==> config.mk <==
export PLATFORM = sky130hd
export DESIGN_NAME = tcme_isqrt
export DESIGN_NICKNAME = d
export VERILOG_FILES = /design/src/rtl/tcme_pkg.sv /design/src/rtl/tcme_isqrt.sv
export SDC_FILE = /design/constraint.sdc
export NUM_CORES = 1
export LEC_CHECK = 0
export ABC_AREA = 1
export BUFFER_PORTS_ARGS = -buffer_cell sky130_fd_sc_hd__buf_4
export CAP_MARGIN = 20
export CELL_PAD_IN_SITES_DETAIL_PLACEMENT = 1
export CELL_PAD_IN_SITES_GLOBAL_PLACEMENT = 1
export CORE_MARGIN = 2
export CORE_UTILIZATION = 41
export CTS_BUF_LIST = sky130_fd_sc_hd__clkbuf_8
export CTS_CLUSTER_DIAMETER = 200
export DETAILED_ROUTE_END_ITERATION = 8
export PLACE_DENSITY = 0.79
export SYNTH_ARGS = -nofsm -noshare
export SYNTH_HDL_FRONTEND = slang
export SYNTH_SLANG_ARGS = --single-unit
==> constraint.sdc <==
create_clock -name i_clk -period 8 [get_ports i_clk]
set_clock_uncertainty 0.15 [all_clocks]
set_input_delay 1.6 -clock i_clk [delete_from_list [all_inputs] [get_ports i_clk]]
set_output_delay 1.6 -clock i_clk [all_outputs]
set_load 0.02 [all_outputs]
==> src/rtl/tcme_pkg.sv <==
// Package: shared types and constants for the trunk charge median estimator.
`default_nettype none
package tcme_pkg;

    typedef struct packed {
        logic signed [23:0] hit_w;
        logic signed [23:0] hit_t;
        logic [19:0]        hit_charge;
        logic               last_hit;
    } t_in_item;

    typedef struct packed {
        logic [41:0] dqdx_value;
        logic [15:0] used_hits;
        logic [15:0] total_hits;
    } t_out_item;

    localparam logic [1:0] CFG_START_W = 2'd0;
    localparam logic [1:0] CFG_START_T = 2'd1;
    localparam logic [1:0] CFG_INV_DIR = 2'd2;
    localparam logic [1:0] CFG_TRUNK   = 2'd3;

    localparam logic [15:0] CNT_MAX = 16'hFFFF;

    typedef enum logic [3:0] {
        S_IDLE,
        S_SQRT,
        S_SCALE,
        S_BINRD,
        S_BINWR,
        S_DECIDE,
        S_MCLR,
        S_MRD,
        S_MCMP,
        S_MNEXT,
        S_MUL,
        S_OUT,
        S_CLR
    } t_state;

endpackage
`default_nettype wire

==> src/rtl/tcme_isqrt.sv <==
// Iterative integer square root, one result bit per cycle.
`default_nettype none
module tcme_isqrt
    import tcme_pkg::*;
(
    input  wire logic        i_clk,
    input  wire logic        i_rst_n,
    input  wire logic        i_start,
    input  wire logic [48:0] i_radicand,
    output logic             o_done,
    output logic [24:0]      o_root
);
    logic [49:0] r_rem;
    logic [49:0] r_bit;
    logic [49:0] r_res;
    logic        r_busy;
    logic        r_done;
    logic [49:0] w_try;

    assign w_try  = r_res + r_bit;
    assign o_done = r_done;
    assign o_root = r_res[24:0];

    always_ff @(posedge i_clk) begin
        if (!i_rst_n) begin
            r_busy <= 1'b0;
            r_done <= 1'b0;
        end else begin
            r_done <= 1'b0;
            if (i_start) begin
                r_busy <= 1'b1;
                r_rem  <= {1'b0, i_radicand};
                r_bit  <= 50'd1 << 48;
                r_res  <= '0;
            end else if (r_busy) begin
                if (r_rem >= w_try) begin
                    r_rem <= r_rem - w_try;
                    r_res <= (r_res >> 1) + r_bit;
                end else begin
                    r_res <= r_res >> 1;
                end
                r_bit <= r_bit >> 2;
                if (r_bit[0]) begin
                    r_busy <= 1'b0;
                    r_done <= 1'b1;
                end
            end
        end
    end
endmodule
`default_nettype wire

==> results.cfg <==
[synth]
synth_top_area_share_pct = 23.4
yosysWarnings = 0
syn_nets = 2856
muxShareOfSynthArea_pct = 0
syn_inst = 2701
syn_area_um2 = 16100
synthXorXnorAreaFrac_pct = 4.31
synth_compound_area_share_pct = 6.71
synth-async-reset-ratio_pct = 0
ys_dominant_reg_cell = edfxtp_1
synth-simple-area-share_pct = 43.5
synth_top_area_cell = edfxtp_1
synth_top_family_by_area = simple AND/OR/NAND/NOR gates
yosys-top-cells-count = nand2_1 (994), inv_1 (451), nor2_1 (251), nand3_1 (246), edfxtp_1 (125)
syn_area_per_cell_um2 = 5.94
yosysMostFrequentCell = nand2_1
yosysUniqueCellTypes = 42
synthTopCellsByArea = edfxtp_1 (23%), nand2_1 (23%), inv_1 (11%)
ys_seq_area_share_pct = 23.6
synth-edff-count = 125
synth_seq_cells = 127
synthAdderAreaFrac_pct = 8.07

[clock_tree]
h-tree-depth = 4
clk_latency_ns = 0.54
cts_tree = yes
cts_sinks = 127
path_clk_slew_ns = 0.09
cts_hold_buf = 0
post_cts_buffers = 0
cts.repair.resized = 0
cts_buffers = 17
root_buffer = clkbuf_8
clk_path_buf_depth = 2

[worst_setup_path]
crit_slowest_cell = edfxtp_1
cp_max_fo = 24
worstSetupPathType = reg -> reg
critical_path_buf_inv_count = 5
crit_family = simple AND/OR/NAND/NOR gates
cp.required_ns = 8.06
slowest_delay_ns = 0.56
cp-start-kind = flop
crit_top_cell = nand2_1
reg2reg_slack_ns = 2.33
end_kind = flop
cp.arrival_ns = 5.73

[detailed_routing]
vias = 17700
wirelength_um = 66100
wl_per_cell_um = 20.3
drt_iter0_drc = 1115
drc_errors = 0
drt-vias-per-instance = 5.41
postRouteAntennaNets = 0
dr.pass1.iters = 5

[floorplanning]
num_rows = 72
die_area_um2 = 40800
die_w_um = 202
start_util_pct = 41.5
ios = 78
fp.coreArea_um2 = 38600
fp.dieH_um = 202

[layout]
diodes = 0
fillers = 5444
nNetsFinal = 2884
area_delta_synth_final_pct = 7.55
drive_above_1_share_pct = 5.94

[grt]
grt_pass1_wl_um = 102000
grt_pass1_vias = 18700
grtUsageTotal_pct = 32.8
grt_max_degree = 78
grt_antenna_before_repair = 0
grt_overflow = 0

[placement]
gp_congestion = 1.02
dp_hpwl_um = 54600
io_buffers = 77
post-place-ws_ns = 2.32

[job]
drv_cap = 0

[pwr]
ir_drop_mv = 0.123
p_clk_share_pct = 17.8
p_leak_uw = 0.00898
finalPower_uw = 3400
p_sw_share_pct = 50.0
pwr-share-seq_pct = 27.8
intPower_uw = 1700
p_comb_share_pct = 54.5
p_switching_uw = 1700
powerDensity_nw_per_um2 = 197

[hold_path]
hp-class = reg -> reg

[sta]
fin_tns_setup_ns = 0
finalCriticalPeriod_ns = 5.67
slew_viol_final = 0
finalCritPeriodShare_pct = 70.8
maxSlewHeadroom_pct = 44.2
setup_slack_ns = 2.33
rsz0062_at_grt = no
final-hold-violation-count = 0
worst_pin_slew_ns = 0.835
setup_viol = 0
holdWs_ns = 0.381
fmaxAchievable_ghz = 0.176

[outcome]
outcome = complete, no violations
==> worst reg2reg max path: stages, from the launching register on <==
cell and delay (ns):
edfxtp_1 0.56, ha_1 0.41, nand2_1 0.15, o21ai_1 0.16
a21oi_1 0.26, nand2_1 0.26, a21oi_1 0.47, inv_1 0.08
nand2_1 0.12, nand3_1 0.08, nand2_1 0.06, nand2_1 0.10
ha_1 0.42, nand2_1 0.18, nor2_1 0.22, nand2_2 0.11
nor2_4 0.10, inv_2 0.05, nor2_1 0.11, inv_1 0.09
nor2_4 0.10, nor2_4 0.05, nand3_2 0.05, nand2_1 0.06
inv_2 0.49, buf_4 0.42
==> state kept, by name, indices dropped and copies added (netlist names) <==
register	count
r_res	50
r_busy	1
r_rem	50
r_bit	25
o_done	1
==> power by group through the flow <==
stage	sequential [uW]	clock, uW	combinational, uW
after floorplan	903	0	1330
after global placement	954	0	1770
after detailed placement	955	0	1830
after CTS	942	612	1840
after global routing	954	634	2070
final	945	605	1850
==> cells in the final DEF, fill, tap and decap left out, types with 6 or more instances in the layout <==
cell type,synthesis,final
nand2_1,994,994
inv_1,451,451
nor2_1,251,251
nand3_1,246,245
edfxtp_1,125,125
ha_1,102,102
a21oi_1,93,92
buf_4,26,87
nand4_1,83,83
o21ai_0,70,70
xnor2_1,41,41
xor2_1,38,38
nor3_1,21,21
clkbuf_8,0,17
nand3b_1,15,15
o21bai_1,13,13
or2_2,10,10
nand2_2,8,8
inv_2,7,7
nor4_1,6,6
==> metal layers <==
metal,vias to the layer above,share of wire (%),track usage [%]
met5,-,0,0
met4,0,4.8,16.0
met3,135,3.0,2.97
met2,420,50,59.9
met1,8492,42,38.4
li1,8603,-,-
==> through the flow <==
step           instance area, um^2  instances  utilization, %
2_1_floorplan                16100       2701               -
3_3_place_gp                 16900       3228            43.7
3_5_place_dp                 16900       3228            43.7
4_1_cts                      17300       3260            44.7
5_1_grt                      17300       3260            44.7
6_report                     17300       3260            44.7
==> area by class of cell <==
cell class,instances,area [um^2],share of cell area [%]
Inverter,458,1720,9.97
Timing Repair Buffer,87,653,3.78
Clock buffer,17,234,1.36
Tap cell,518,648,3.75
Sequential cell,127,3790,22.0
Clock inverter,15,146,0.848
Multi-Input combinational cell,2038,10100,58.3
==> final timing paths <==
path	startpoint	cells after the start	endpoint
max	r_res[10]	25	r_rem[40]
min	r_busy	2	o_done
max reg2reg	r_res[10]	25	r_rem[40]
min reg2reg	r_busy	2	o_done
==> kinds of logic (layout without fill, tap and decap cells) <==
logic type,after synthesis,count (layout)
xor+xnor,79,79
flops,127,127
simple gates,1656,1656
fa+ha+maj,103,103
compound gates,200,200
buf+inv,536,577
No activity file was read; power rests on OpenSTA's default activity.
